## src/rtl/jcs_pkg.sv

```systemverilog
// ----------------------------------------------------------------------------
// Joystick conditioner package
// Shared widths, op codes and the command and status bundles that pass
// between the controller and the datapath.
// ----------------------------------------------------------------------------
package jcs_pkg;

	// Field widths.
	localparam int SampleW = 8;
	localparam int PosW    = 8;
	localparam int OpW     = 2;

	// Op codes carried by each request.
	localparam logic [OpW-1:0] OpCenter  = 2'd0;
	localparam logic [OpW-1:0] OpCalib   = 2'd1;
	localparam logic [OpW-1:0] OpMeasure = 2'd2;

	// Scaling constants and reset values.
	localparam int PosScale = 100;
	localparam logic [SampleW-1:0] SampleMax = 8'hFF;
	localparam logic [SampleW-1:0] SampleMin = 8'h00;

	// |s - center| * 100 is at most 25500, which fits 15 bits.
	localparam int NumW     = 15;
	localparam int DivSteps = NumW;
	localparam int CntW     = $clog2(DivSteps);

	// Number of axes processed side by side.
	localparam int Lanes = 2;

	// Controller to datapath commands.
	typedef struct packed {
		logic load;
		logic step;
		logic write_out;
	} jcs_cmd_t;

	// Datapath to controller status.
	typedef struct packed {
		logic in_measure;
	} jcs_status_t;

endpackage

```

## src/rtl/jcs_in_if.sv

```systemverilog
// ----------------------------------------------------------------------------
// Joystick conditioner input channel
// Valid/ready channel carrying one op code and an x,y sample pair.
// ----------------------------------------------------------------------------
interface jcs_in_if import jcs_pkg::*; ();
	logic               valid;
	logic               ready;
	logic [OpW-1:0]     op;
	logic [SampleW-1:0] x_sample;
	logic [SampleW-1:0] y_sample;

	modport source (output valid, output op, output x_sample, output y_sample, input ready);
	modport sink   (input valid, input op, input x_sample, input y_sample, output ready);
endinterface

```

## src/rtl/jcs_out_if.sv

```systemverilog
// ----------------------------------------------------------------------------
// Joystick conditioner output channel
// Valid/ready channel carrying the scaled position and the span fault flag.
// ----------------------------------------------------------------------------
interface jcs_out_if import jcs_pkg::*; ();
	logic                   valid;
	logic                   ready;
	logic signed [PosW-1:0] x_pos;
	logic signed [PosW-1:0] y_pos;
	logic                   span_fault;

	modport source (output valid, output x_pos, output y_pos, output span_fault, input ready);
	modport sink   (input valid, input x_pos, input y_pos, input span_fault, output ready);
endinterface

```

## src/rtl/jcs_dp.sv

```systemverilog
// ----------------------------------------------------------------------------
// Joystick conditioner datapath
// Holds the calibration state, prepares both axes for division, runs two
// restoring dividers one quotient bit per step and keeps the output register.
// ----------------------------------------------------------------------------
module jcs_dp import jcs_pkg::*; (
	input  logic                   clk,
	input  logic                   arst_n,
	input  jcs_cmd_t               cmd,
	output jcs_status_t            st,
	input  logic [OpW-1:0]         op,
	input  logic [SampleW-1:0]     x_sample,
	input  logic [SampleW-1:0]     y_sample,
	output logic signed [PosW-1:0] x_pos,
	output logic signed [PosW-1:0] y_pos,
	output logic                   span_fault
);

	// Calibration state.
	logic [SampleW-1:0] center_x_q, center_y_q;
	logic [SampleW-1:0] high_x_q, high_y_q;
	logic [SampleW-1:0] low_x_q, low_y_q;

	// Per-axis views of the sample and calibration.
	logic [SampleW-1:0] smp [Lanes];
	logic [SampleW-1:0] ctr [Lanes];
	logic [SampleW-1:0] hi  [Lanes];
	logic [SampleW-1:0] lo  [Lanes];

	// Preparation results.
	logic               above    [Lanes];
	logic [SampleW-1:0] diff_mag [Lanes];
	logic [NumW-1:0]    num_mag  [Lanes];
	logic [SampleW:0]   den      [Lanes];
	logic [SampleW:0]   den_abs  [Lanes];
	logic               den_zero [Lanes];
	logic               res_neg  [Lanes];

	// Divider state.
	logic [NumW-1:0]    dvd_q  [Lanes];
	logic [SampleW-1:0] rem_q  [Lanes];
	logic [SampleW-1:0] dmag_q [Lanes];
	logic               neg_q  [Lanes];
	logic               zero_q [Lanes];
	logic               meas_q;

	// Divider step and final result.
	logic [SampleW:0]   trial  [Lanes];
	logic               fits   [Lanes];
	logic [PosW-2:0]    sat    [Lanes];
	logic [PosW-1:0]    res    [Lanes];

	// Output register.
	logic [PosW-1:0] x_pos_q, y_pos_q;
	logic            fault_q;

	assign smp[0] = x_sample;
	assign smp[1] = y_sample;
	assign ctr[0] = center_x_q;
	assign ctr[1] = center_y_q;
	assign hi[0]  = high_x_q;
	assign hi[1]  = high_y_q;
	assign lo[0]  = low_x_q;
	assign lo[1]  = low_y_q;

	assign st.in_measure = (op == OpMeasure);

	// Calibration state updates on an accepted request.
	always_ff @(posedge clk or negedge arst_n) begin
		if (!arst_n) begin
			center_x_q <= SampleMin;
			center_y_q <= SampleMin;
			high_x_q   <= SampleMin;
			high_y_q   <= SampleMin;
			low_x_q    <= SampleMax;
			low_y_q    <= SampleMax;
		end else if (cmd.load) begin
			case (op)
				OpCenter: begin
					center_x_q <= x_sample;
					center_y_q <= y_sample;
				end
				OpCalib: begin
					if (x_sample > high_x_q) high_x_q <= x_sample;
					if (y_sample > high_y_q) high_y_q <= y_sample;
					if (x_sample < low_x_q)  low_x_q  <= x_sample;
					if (y_sample < low_y_q)  low_y_q  <= y_sample;
				end
				default: begin
				end
			endcase
		end
	end

	// Split each axis into a numerator magnitude, a divisor magnitude and a sign.
	always_comb begin
		for (int i = 0; i < Lanes; i++) begin
			above[i]    = smp[i] > ctr[i];
			diff_mag[i] = above[i] ? (smp[i] - ctr[i]) : (ctr[i] - smp[i]);
			num_mag[i]  = NumW'({{(NumW-SampleW){1'b0}}, diff_mag[i]} * NumW'(PosScale));
			den[i]      = above[i] ? ({1'b0, hi[i]} - {1'b0, ctr[i]})
			                       : ({1'b0, ctr[i]} - {1'b0, lo[i]});
			den_abs[i]  = den[i][SampleW] ? (~den[i] + 1'b1) : den[i];
			den_zero[i] = (den[i] == '0);
			res_neg[i]  = (smp[i] < ctr[i]) ^ den[i][SampleW];
		end
	end

	// One restoring step per lane, then saturation and sign of the quotient.
	always_comb begin
		for (int i = 0; i < Lanes; i++) begin
			trial[i] = {rem_q[i], dvd_q[i][NumW-1]};
			fits[i]  = trial[i] >= {1'b0, dmag_q[i]};
			sat[i]   = (dvd_q[i] > NumW'(PosScale)) ? (PosW-1)'(PosScale)
			                                        : dvd_q[i][PosW-2:0];
			if (zero_q[i]) begin
				res[i] = '0;
			end else if (neg_q[i]) begin
				res[i] = ~{1'b0, sat[i]} + 1'b1;
			end else begin
				res[i] = {1'b0, sat[i]};
			end
		end
	end

	// Divider registers: loaded on accept, shifted one bit per step.
	always_ff @(posedge clk) begin
		if (cmd.load) begin
			meas_q <= st.in_measure;
			for (int i = 0; i < Lanes; i++) begin
				dvd_q[i]  <= num_mag[i];
				rem_q[i]  <= '0;
				dmag_q[i] <= den_abs[i][SampleW-1:0];
				neg_q[i]  <= res_neg[i];
				zero_q[i] <= den_zero[i];
			end
		end else if (cmd.step) begin
			for (int i = 0; i < Lanes; i++) begin
				rem_q[i] <= fits[i] ? SampleW'(trial[i] - {1'b0, dmag_q[i]})
				                    : trial[i][SampleW-1:0];
				dvd_q[i] <= {dvd_q[i][NumW-2:0], fits[i]};
			end
		end
	end

	// Output register; non-measure requests give an all-zero result.
	always_ff @(posedge clk) begin
		if (cmd.write_out) begin
			x_pos_q <= meas_q ? res[0] : '0;
			y_pos_q <= meas_q ? res[1] : '0;
			fault_q <= meas_q & (zero_q[0] | zero_q[1]);
		end
	end

	assign x_pos      = x_pos_q;
	assign y_pos      = y_pos_q;
	assign span_fault = fault_q;

endmodule

```

## src/rtl/jcs_ctrl.sv

```systemverilog
// ----------------------------------------------------------------------------
// Joystick conditioner controller
// Sequences accept, division steps and the write into the output register,
// and owns the output valid flag.
// ----------------------------------------------------------------------------
module jcs_ctrl import jcs_pkg::*; (
	input  logic        clk,
	input  logic        arst_n,
	input  logic        in_valid,
	output logic        in_ready,
	output logic        out_valid,
	input  logic        out_ready,
	input  jcs_status_t st,
	output jcs_cmd_t    cmd
);

	localparam logic [1:0] S_IDLE = 2'd0;
	localparam logic [1:0] S_DIV  = 2'd1;
	localparam logic [1:0] S_OUT  = 2'd2;

	logic [1:0]      state_q, state_d;
	logic [CntW-1:0] cnt_q;
	logic            out_valid_q;
	logic            out_free;

	// The output register can take a result when empty or being emptied.
	assign out_free = !out_valid_q || out_ready;

	// Next state and commands.
	always_comb begin
		state_d       = state_q;
		in_ready      = 1'b0;
		cmd.load      = 1'b0;
		cmd.step      = 1'b0;
		cmd.write_out = 1'b0;
		case (state_q)
			S_IDLE: begin
				in_ready = 1'b1;
				if (in_valid) begin
					cmd.load = 1'b1;
					state_d  = st.in_measure ? S_DIV : S_OUT;
				end
			end
			S_DIV: begin
				cmd.step = 1'b1;
				if (cnt_q == CntW'(DivSteps - 1)) state_d = S_OUT;
			end
			S_OUT: begin
				if (out_free) begin
					cmd.write_out = 1'b1;
					state_d       = S_IDLE;
				end
			end
			default: begin
				state_d = S_IDLE;
			end
		endcase
	end

	// State, step counter and output valid flag.
	always_ff @(posedge clk or negedge arst_n) begin
		if (!arst_n) begin
			state_q     <= S_IDLE;
			cnt_q       <= '0;
			out_valid_q <= 1'b0;
		end else begin
			state_q <= state_d;
			if (cmd.load) begin
				cnt_q <= '0;
			end else if (cmd.step) begin
				cnt_q <= cnt_q + 1'b1;
			end
			if (cmd.write_out) begin
				out_valid_q <= 1'b1;
			end else if (out_ready) begin
				out_valid_q <= 1'b0;
			end
		end
	end

	assign out_valid = out_valid_q;

	// Only one request is in flight at a time.
	a_one_in_flight: assert property (@(posedge clk) disable iff (!arst_n)
		in_valid && in_ready |=> !in_ready)
		else $error("second request accepted while one is in flight");

	// A measure starts the divider from a cleared step count.
	a_div_start: assert property (@(posedge clk) disable iff (!arst_n)
		in_valid && in_ready && st.in_measure |=> (state_q == S_DIV) && (cnt_q == '0))
		else $error("measure did not start the divider");

	// The divider runs exactly the full number of steps.
	a_div_end: assert property (@(posedge clk) disable iff (!arst_n)
		(state_q == S_DIV) && (cnt_q == CntW'(DivSteps - 1)) |=> state_q == S_OUT)
		else $error("divider did not finish after the last step");

	// A written result is presented on the next cycle.
	a_write_valid: assert property (@(posedge clk) disable iff (!arst_n)
		cmd.write_out |=> out_valid_q)
		else $error("result written but not presented");

endmodule

```

## src/rtl/joystick_calibrate_and_scale_top.sv

```systemverilog
// A measure request runs the 15-step restoring divider after acceptance and is
// then written to the output register; centre, calibration and unused op requests
// are written straight after acceptance. Each axis has its own divider. A request
// is taken only once the last is written; a write waits while an unread result is held.
// Reset: arst_n clears the centre to 0, maxima to 0, minima to 255, and empties
// the output register.
// ----------------------------------------------------------------------------
// Joystick calibrate and scale, top level
// Joins the controller and the datapath to the request channels.
// ----------------------------------------------------------------------------
module joystick_calibrate_and_scale_top import jcs_pkg::*; (
	input logic       clk,
	input logic       arst_n,
	jcs_in_if.sink    in_ch,
	jcs_out_if.source out_ch
);

	jcs_cmd_t    cmd;
	jcs_status_t st;

	jcs_ctrl u_ctrl (
		.clk       (clk),
		.arst_n    (arst_n),
		.in_valid  (in_ch.valid),
		.in_ready  (in_ch.ready),
		.out_valid (out_ch.valid),
		.out_ready (out_ch.ready),
		.st        (st),
		.cmd       (cmd)
	);

	jcs_dp u_dp (
		.clk        (clk),
		.arst_n     (arst_n),
		.cmd        (cmd),
		.st         (st),
		.op         (in_ch.op),
		.x_sample   (in_ch.x_sample),
		.y_sample   (in_ch.y_sample),
		.x_pos      (out_ch.x_pos),
		.y_pos      (out_ch.y_pos),
		.span_fault (out_ch.span_fault)
	);

endmodule
```

## src/flat_wrapper.sv

```systemverilog
// flat-port wrapper written by rule: the top's interface ports become plain ports
module joystick_calibrate_and_scale_top_flat import jcs_pkg::*;
  (clk, arst_n, in_ch_valid, in_ch_op, in_ch_x_sample, in_ch_y_sample, in_ch_ready, out_ch_valid, out_ch_x_pos, out_ch_y_pos, out_ch_span_fault, out_ch_ready);
  jcs_in_if in_ch_i ();
  jcs_out_if out_ch_i ();
  input logic clk;
  input logic arst_n;
  input wire logic [$bits(in_ch_i.valid)-1:0] in_ch_valid;
  input wire logic [$bits(in_ch_i.op)-1:0] in_ch_op;
  input wire logic [$bits(in_ch_i.x_sample)-1:0] in_ch_x_sample;
  input wire logic [$bits(in_ch_i.y_sample)-1:0] in_ch_y_sample;
  output wire logic [$bits(in_ch_i.ready)-1:0] in_ch_ready;
  output wire logic [$bits(out_ch_i.valid)-1:0] out_ch_valid;
  output wire logic [$bits(out_ch_i.x_pos)-1:0] out_ch_x_pos;
  output wire logic [$bits(out_ch_i.y_pos)-1:0] out_ch_y_pos;
  output wire logic [$bits(out_ch_i.span_fault)-1:0] out_ch_span_fault;
  input wire logic [$bits(out_ch_i.ready)-1:0] out_ch_ready;
  assign in_ch_i.valid = in_ch_valid;
  assign in_ch_i.op = in_ch_op;
  assign in_ch_i.x_sample = in_ch_x_sample;
  assign in_ch_i.y_sample = in_ch_y_sample;
  assign in_ch_ready = in_ch_i.ready;
  assign out_ch_valid = out_ch_i.valid;
  assign out_ch_x_pos = out_ch_i.x_pos;
  assign out_ch_y_pos = out_ch_i.y_pos;
  assign out_ch_span_fault = out_ch_i.span_fault;
  assign out_ch_i.ready = out_ch_ready;
  joystick_calibrate_and_scale_top u_core (.clk(clk), .arst_n(arst_n), .in_ch(in_ch_i), .out_ch(out_ch_i));
endmodule
```

## config.mk

```make
export PLATFORM = sky130hd
export DESIGN_NAME = joystick_calibrate_and_scale_top_flat
export DESIGN_NICKNAME = d
export VERILOG_FILES = /design/src/rtl/jcs_pkg.sv /design/src/rtl/jcs_in_if.sv /design/src/rtl/jcs_out_if.sv /design/src/rtl/jcs_dp.sv /design/src/rtl/jcs_ctrl.sv /design/src/rtl/joystick_calibrate_and_scale_top.sv /design/src/flat_wrapper.sv
export SDC_FILE = /design/constraint.sdc
export NUM_CORES = 1
export LEC_CHECK = 0
export ABC_AREA = 1
export BUFFER_PORTS_ARGS = -buffer_cell sky130_fd_sc_hd__buf_2
export CORE_MARGIN = 2
export CORE_UTILIZATION = 32
export CTS_CLUSTER_DIAMETER = 80
export DETAILED_ROUTE_END_ITERATION = 12
export HOLD_SLACK_MARGIN = 0.03
export PLACE_DENSITY = 0.54
export SLEW_MARGIN = 10
export SYNTH_ARGS = -nofsm -noshare
export SYNTH_HDL_FRONTEND = slang
export SYNTH_SLANG_ARGS = --single-unit
```

## constraint.sdc

```tcl
create_clock -name clk -period 5 [get_ports clk]
set_input_delay 0.25 -clock clk [delete_from_list [all_inputs] [get_ports clk]]
set_output_delay 0.25 -clock clk [all_outputs]
set_load 0.05 [all_outputs]
```

==> results of run 1 <==
metrics by stage:
stage | utilization (%) | worst slack, ps
after CTS | 36.2 | 153
after floorplan | - | 391
after detailed placement | 34.7 | 118
after global routing | 36.3 | 3.43
final | 36.3 | 334
after global placement | 34.7 | 248
worst reg2reg max path, stage by stage, from the launching register on:
cell	delay (ps)
dfrtp_1	390
ha_2	220
inv_1	60
fa_1	380
nand3_1	110
nand2_1	80
nand2_2	80
nand2_4	70
nand2_4	120
mux2i_2	290
xnor2_1	200
ha_1	290
ha_1	280
inv_1	50
fa_1	530
inv_1	40
ha_1	340
a21oi_1	200
a21oi_1	110
o21a_1	190
o21ai_1	160
nand3b_1	90
nand3_1	80
nand2_1	70
kinds of logic (layout without fill, tap and decap cells):
| group | after synthesis | after routing | share of synthesized area (%) |
|---|---|---|---|
| buffers and inverters | 276 | 337 | 9.08 |
| AND/OR/NAND/NOR | 617 | 617 | 22.1 |
| AO/OA/AOI/OAI | 258 | 258 | 11.7 |
| multiplexers | 1 | 1 | 0.0833 |
| XOR/XNOR | 54 | 54 | 4.00 |
| flip-flops | 139 | 139 | 32.6 |
| adder cells (fa/ha/maj) | 186 | 186 | 20.4 |
worst max path at each step:
stage,slack [ps],cells past startpoint,to,startpoint
6_report,330,23,u_core.u_dp.dvd_q[0][14]$_DFFE_PP_,u_core.u_dp.center_x_q[0]$_DFFE_PN0P_
5_1_grt,3,27,u_core.u_dp.dvd_q[0][13]$_DFFE_PP_,u_core.u_dp.center_x_q[0]$_DFFE_PN0P_
3_5_place_dp,120,27,u_core.u_dp.dvd_q[0][14]$_DFFE_PP_,in_ch_x_sample[0]
3_3_place_gp,250,27,u_core.u_dp.dvd_q[0][14]$_DFFE_PP_,in_ch_x_sample[0]
2_1_floorplan,390,23,u_core.u_dp.dvd_q[0][14]$_DFFE_PP_,u_core.u_dp.center_x_q[1]$_DFFE_PN0P_
4_1_cts,150,25,u_core.u_dp.dvd_q[0][14]$_DFFE_PP_,u_core.u_dp.center_x_q[0]$_DFFE_PN0P_
routing by layer:
metal / routed length, um / share of wire, % / GRT usage (%) / up-vias
li1: - / - / - / 5135
met1: 14800 / 51 / 21.7 / 4550
met2: 12900 / 44 / 25.1 / 155
met3: 929 / 3.2 / 2.84 / 30
met4: 402 / 1.4 / 4.34 / 0
met5: 0 / 0 / 0 / -
cells in the final DEF (no fill, tap or decap), types with 4 or more instances in the layout:
| master | count |
|---|---|
| nand2_1 | 392 |
| inv_1 | 241 |
| ha_1 | 167 |
| o21ai_0 | 116 |
| a21oi_1 | 95 |
| edfxtp_1 | 84 |
| nor2_1 | 77 |
| nand3_1 | 68 |
| buf_2 | 40 |
| dfrtp_1 | 39 |
| xor2_1 | 34 |
| nand4_1 | 23 |
| xnor2_1 | 17 |
| clkbuf_16 | 17 |
| fa_1 | 16 |
| buf_4 | 16 |
| dfstp_2 | 16 |
| nor3_1 | 13 |
| nand2_2 | 12 |
| nand3b_1 | 11 |
| o21ai_1 | 9 |
| o211ai_1 | 7 |
| inv_2 | 6 |
| o31ai_1 | 6 |
| clkinvlp_4 | 6 |
| o21a_1 | 5 |
| nor2_2 | 4 |
| nand2_4 | 4 |
| o221ai_1 | 4 |
| o21ai_2 | 4 |
flip-flops by register name, indices dropped and copies added (netlist names):
register                 count
u_core.u_dp.center_y_q       8
u_core.u_dp.neg_q            2
u_core.u_dp.low_x_q          8
u_core.u_dp.x_pos            8
u_core.u_dp.low_y_q          8
u_core.u_dp.dmag_q          16
u_core.u_dp.high_y_q         8
u_core.u_dp.span_fault       1
u_core.u_ctrl.out_valid      1
u_core.u_dp.center_x_q       8
u_core.u_dp.dvd_q           30
u_core.u_dp.y_pos            8
u_core.u_dp.high_x_q         8
u_core.u_dp.meas_q           1
u_core.u_dp.rem_q           16
u_core.u_ctrl.cnt_q          4
u_core.u_ctrl.state_q        2
u_core.u_dp.zero_q           2
final cells by class:
cell class / count / area share, %
clock buffers: 17 / 3.19
clock inverters: 14 / 0.759
inverters: 248 / 6.99
multi-input cells: 1116 / 52.8
flip-flops and latches: 139 / 29.3
well taps: 468 / 4.38
repair buffers: 58 / 2.55
timing repair:
| item | 4_1_cts | 5_1_grt |
|---|---|---|
| hold buffers | 2 | 0 |
| endpoints found under the setup margin | 0 | 3 |
| endpoints found under the hold margin | 40 | 0 |
| gates resized for setup | 0 | 10 |
==> out/qor.yml, run 1 <==
run_status: "completed"
r2r_setup_slack_ps: 330
path_max_fanout: 6
maxCapViolations: 0
yosys.cell_types.count: 47
dieArea_um2: 39100
cp_slowest_cell: "fa_1"
fin_hold_ws_ps: 135
gp_congestion: 0.890
drv_slew: 0
r2r-end: "u_core.u_dp.dvd_q[0][14]$_DFFE_PP_"
fin_setup_tns_ps: 0
grt_overflow: 0
remaining_drc_errors: 0
r2r_cells: 23
fin_skew_ps: 11.4
hold_path.class: "in2reg"
clock-sinks: 139
worstPathRequired_ps: 5200
wl_mm: 29.0
setup_viol: 0
clk-insertion-delay-late_ps: 450
clkSlewWorstSetupHoldPaths_ps: 60
critPathKind: "reg2reg"
synth_warnings: 0
regToRegStartpoint: "u_core.u_dp.center_x_q[0]$_DFFE_PN0P_"
path_delay_family: "adder cells"
h-tree-depth: 4
min_period_ps: 4670
holdCritStartpoint: "in_ch_x_sample[7]"
crit_path_start_kind: "flip-flop"
regArea_um2: 3920
synth_top_area_cell: "edfxtp_1"
num_vias: 9870
cts_tree: "yes"
post-cts-setup-buffers: 0
drtIter0Drc: 551
synthArstFlopShare_pct: 39.6
period_share_pct: 93.3
drtPass1Iterations: 5
ys.flop_type: "edfxtp_1"
syn_area_um2: 12000
antenna_cells: 0
track_usage_pct: 15.7
grt_start_max_net_pins: 56
postLayoutCellArea_um2: 13400
synth_commonest_cells: "nand2_1 (392), inv_1 (242), ha_1 (170)"
synth-edff-count: 84
hold_depth: 3
avgSynthCellArea_um2: 7.85
final_cells: 2060
cts_buffers: 17
placed_cell_area_um2: 12800
antenna_left: 0
multi_input_area_um2: 7050
io_pins: 41
hold_viol_final: 0
dp_hpwl_mm: 23.3
slowest_delay_ps: 530
rows: 70
grt_pass1_vias: 9587
arrival_ps: 4860
path_cells: "ha_2 -> inv_1 -> fa_1 -> nand3_1 -> nand2_1 -> nand2_2 -> nand2_4 -> nand2_4 -> mux2i_2 -> xnor2_1 -> ha_1 -> ha_1 -> inv_1 -> fa_1 -> inv_1 -> ha_1 -> a21oi_1 -> a21oi_1 -> o21a_1 -> o21ai_1 -> nand3b_1 -> nand3_1 -> nand2_1"
wire_per_inst_um: 14.1
synthMostInstantiatedCell: "nand2_1"
port-buffer-count: 40
synth_cells: 1531
critPathCaptureType: "flip-flop"
rsz0062_at_grt: "false"
die_w_um: 198
whs_endpoint: "u_core.u_dp.low_x_q[7]$_DFFE_PN1P_"
synth_seq_cells: 139
vias_per_cell: 4.79
fillCellCount: 3835
initial_core_util_pct: 32.7
dp_cells: 2027
max_freq_ghz: 0.214
cts_buffer_depth: 2
tightestPinTransition_ps: 1120
root_buffer: "clkbuf_16"
ys_seq_area_share_pct: 32.6
nets: 1788
fp.dieH_um: 198
antenna_found_initial: 0
relSlewSlack_pct: 24.7
crit_buf_inv: 3
drive_gt1_share_pct: 9.67
grt_pass1_wl_mm: 48.4
coreArea_um2: 36800
ys_top_cells_by_area: "edfxtp_1 (21%), ha_1 (18%), nand2_1 (12%), dfrtp_1 (8.1%), inv_1 (7.6%)"
synth_top_cell_area_share_pct: 21.0
syn_nets: 1739
area_growth_pct: 11.1
Power of run 1 is not shown: default switching activity piles up to over one toggle a cycle in this logic, so the estimate is an artifact.
==> run 2: changes to the inputs <==
--- a/config.mk
+++ b/config.mk
@@ -8,11 +8,11 @@
 export ABC_AREA = 1
 export BUFFER_PORTS_ARGS = -buffer_cell sky130_fd_sc_hd__buf_2
 export CORE_MARGIN = 2
-export CORE_UTILIZATION = 32
+export CORE_UTILIZATION = 25
 export CTS_CLUSTER_DIAMETER = 80
 export DETAILED_ROUTE_END_ITERATION = 12
 export HOLD_SLACK_MARGIN = 0.03
-export PLACE_DENSITY = 0.54
+export PLACE_DENSITY = 0.46
 export SLEW_MARGIN = 10
 export SYNTH_ARGS = -nofsm -noshare
 export SYNTH_HDL_FRONTEND = slang
==> run 2 against run 1 <==
Effect of this change:
- cell count is 7.4% higher
- core utilization is 7.6 points lower
- cell area is 2.0% higher
- fmax is 0.35% lower
- sequential share of layout area is 0.59 points lower
- clock-buffer cell count is 1 higher
- worst hold slack worse by 30 ps
- first-iteration DRC count is 6.0% higher
- wire length is 4.0% higher
- global-route usage is 2.9 points lower
- die area is 27% higher
==> out/qor.yml, run 2 (synthesis gave the netlist of run 1 again) <==
run_status: "completed"  # unchanged
dieArea_um2: 49800  # was 39,100 um^2
track_usage_pct: 12.8  # was 15.7%
drive_gt1_share_pct: 10.0  # was 9.67%
wl_mm: 30.2  # was 29.0 mm
remaining_drc_errors: 0  # unchanged
hold_viol_final: 0  # unchanged
cp_slowest_cell: "fa_1"  # unchanged
r2r-end: "u_core.u_dp.dvd_q[0][14]$_DFFE_PP_"  # unchanged
top_regs: "u_core.u_dp.dvd_q: 30 flops, u_core.u_dp.dmag_q: 16 flops, u_core.u_dp.rem_q: 16 flops"  # unchanged
mostFrequentLayoutCell: "nand2_1"  # unchanged
drtIter0Drc: 584  # was 551
layout_common_cells: "nand2_1 (392), inv_1 (241), ha_1 (168), o21ai_0 (118), a21oi_1 (94)"  # was nand2_1 (392), inv_1 (241), ha_1 (167), o21ai_0 (116), a21oi_1 (95)
wl_met1_mm: 15.6  # was 14.8 mm
rows: 80  # was 70
cts_buffers: 17  # unchanged
maxCapViolations: 0  # unchanged
critPathCaptureType: "flip-flop"  # unchanged
crit_buf_inv: 4  # was 3
drtPass1Iterations: 5  # unchanged
hold_path.class: "in2reg"  # unchanged
route.met3.wl_um: 776  # was 929 um
grt_start_max_net_pins: 56  # unchanged
setup_viol: 0  # unchanged
num_vias: 9806  # was 9,870
antenna_cells: 0  # unchanged
arrival_ps: 4890  # was 4860 ps
critPathKind: "reg2reg"  # unchanged
clk-insertion-delay-late_ps: 460  # was 450 ps
r2r_cells: 25  # was 23
area_growth_pct: 13.4  # was 11.1%
grt_pass1_vias: 9595  # was 9,587
port-buffer-count: 40  # unchanged
grt_overflow: 0  # unchanged
relSlewSlack_pct: 21.0  # was 24.7%
path_max_fanout: 12  # was 6
min_period_ps: 4680  # was 4670 ps
drv_slew: 0  # unchanged
dp_hpwl_mm: 24.3  # was 23.3 mm
clkSlewWorstSetupHoldPaths_ps: 60  # about the same
fp.dieH_um: 223  # was 198 um
gp_congestion: 0.860  # was 0.890
antenna_left: 0  # unchanged
slowest_delay_ps: 530  # about the same
wire_per_inst_um: 13.6  # was 14.1 um
critPathMostFrequentCell: "ha_1"
root_buffer: "clkbuf_16"  # unchanged
clock-sinks: 139  # unchanged
antenna_found_initial: 0  # unchanged
nets: 1792  # was 1,788
wl_met2_mm: 13.2  # was 12.9 mm
die_w_um: 223  # was 198 um
cts_buffer_depth: 2  # unchanged
largest_register: "u_core.u_dp.dvd_q"  # unchanged
largest_register_ff_count: 30  # unchanged
hold_depth: 3  # unchanged
holdCritStartpoint: "in_ch_x_sample[7]"  # unchanged
fin_setup_tns_ps: 0  # unchanged
regToRegStartpoint: "u_core.u_dp.center_x_q[0]$_DFFE_PN0P_"  # unchanged
path_delay_family: "adder cells"  # unchanged
vias_per_cell: 4.43  # was 4.79
io_pins: 41  # unchanged
h-tree-depth: 4  # unchanged
grt_pass1_wl_mm: 50.3  # was 48.4 mm
worstPathRequired_ps: 5210  # was 5200 ps
max_freq_ghz: 0.214  # about the same
tightestPinTransition_ps: 1180  # was 1120 ps
top_layer: "met4"  # unchanged
initial_core_util_pct: 25.3  # was 32.7%
fin_skew_ps: 14.6  # was 11.4 ps
r2r_setup_slack_ps: 320  # was 330 ps
cts_tree: "yes"  # unchanged
crit_path_start_kind: "flip-flop"  # unchanged
coreArea_um2: 47500  # was 36,800 um^2
whs_endpoint: "u_core.u_dp.low_x_q[7]$_DFFE_PN1P_"  # unchanged
period_share_pct: 93.6  # was 93.3%
[run 2: metrics by stage]
step                      util, %  hold WS [ps]  instances  setup WS, ps  cell area, um^2
after CTS                    28.5          87.0       2208           141            13600
final                        28.7           105       2212           318            13600
after floorplan                 -         -45.6       1531           391            12000
after global placement       27.3           450       2174           209            13000
after global routing         28.7           133       2212         -13.0            13600
after detailed placement     27.3           464       2174           112            13000
[run 2: worst reg2reg max path: cells and delay by family, from the launching register on]
kind	cells	cell delay (ps)
buf+inv	4	240
flops	1	380
simple gates	9	760
compound gates	5	780
xor+xnor	1	250
fa+ha+maj	6	2030
[run 2: area by class of cell]
| class | instances | area [um^2] |
|---|---|---|
| Inverter | 248 | 933 |
| Sequential cell | 139 | 3920 |
| Multi-Input combinational cell | 1116 | 7040 |
| Fill cell | 5120 | 33900 |
| Clock inverter | 14 | 163 |
| Tap cell | 615 | 769 |
| Timing Repair Buffer | 62 | 370 |
| Clock buffer | 18 | 429 |
[run 2: what timing repair did]
item | CTS | global route
resized for setup | 0 | 7
buffers inserted | 0 | 4
endpoints found under the hold margin | 40 | 0
setup endpoints to repair | 0 | 6
hold buffers | 2 | 0
[run 2: worst max path at each step]
stage / start / to / slack, ps / depth (start not counted)
floorplan: u_core.u_dp.center_x_q[1]$_DFFE_PN0P_ / u_core.u_dp.dvd_q[0][14]$_DFFE_PP_ / 390 / 23
global placement: in_ch_y_sample[0] / u_core.u_dp.dvd_q[0][28]$_DFFE_PP_ / 210 / 29
detailed placement: in_ch_x_sample[0] / u_core.u_dp.dvd_q[0][14]$_DFFE_PP_ / 110 / 27
CTS: u_core.u_dp.center_x_q[0]$_DFFE_PN0P_ / u_core.u_dp.dvd_q[0][14]$_DFFE_PP_ / 140 / 25
global route: u_core.u_dp.center_x_q[0]$_DFFE_PN0P_ / u_core.u_dp.dvd_q[0][14]$_DFFE_PP_ / -10 / 25
finish: u_core.u_dp.center_x_q[0]$_DFFE_PN0P_ / u_core.u_dp.dvd_q[0][14]$_DFFE_PP_ / 320 / 25
[run 2: metal layers]
| metal | vias up | GRT usage, % |
|---|---|---|
| met3 | 29 | 1.96 |
| met2 | 129 | 20.4 |
| met1 | 4503 | 17.5 |
| met5 | - | 0 |
| met4 | 0 | 4.39 |
| li1 | 5145 | - |
Power of run 2 is left out for the same reason.
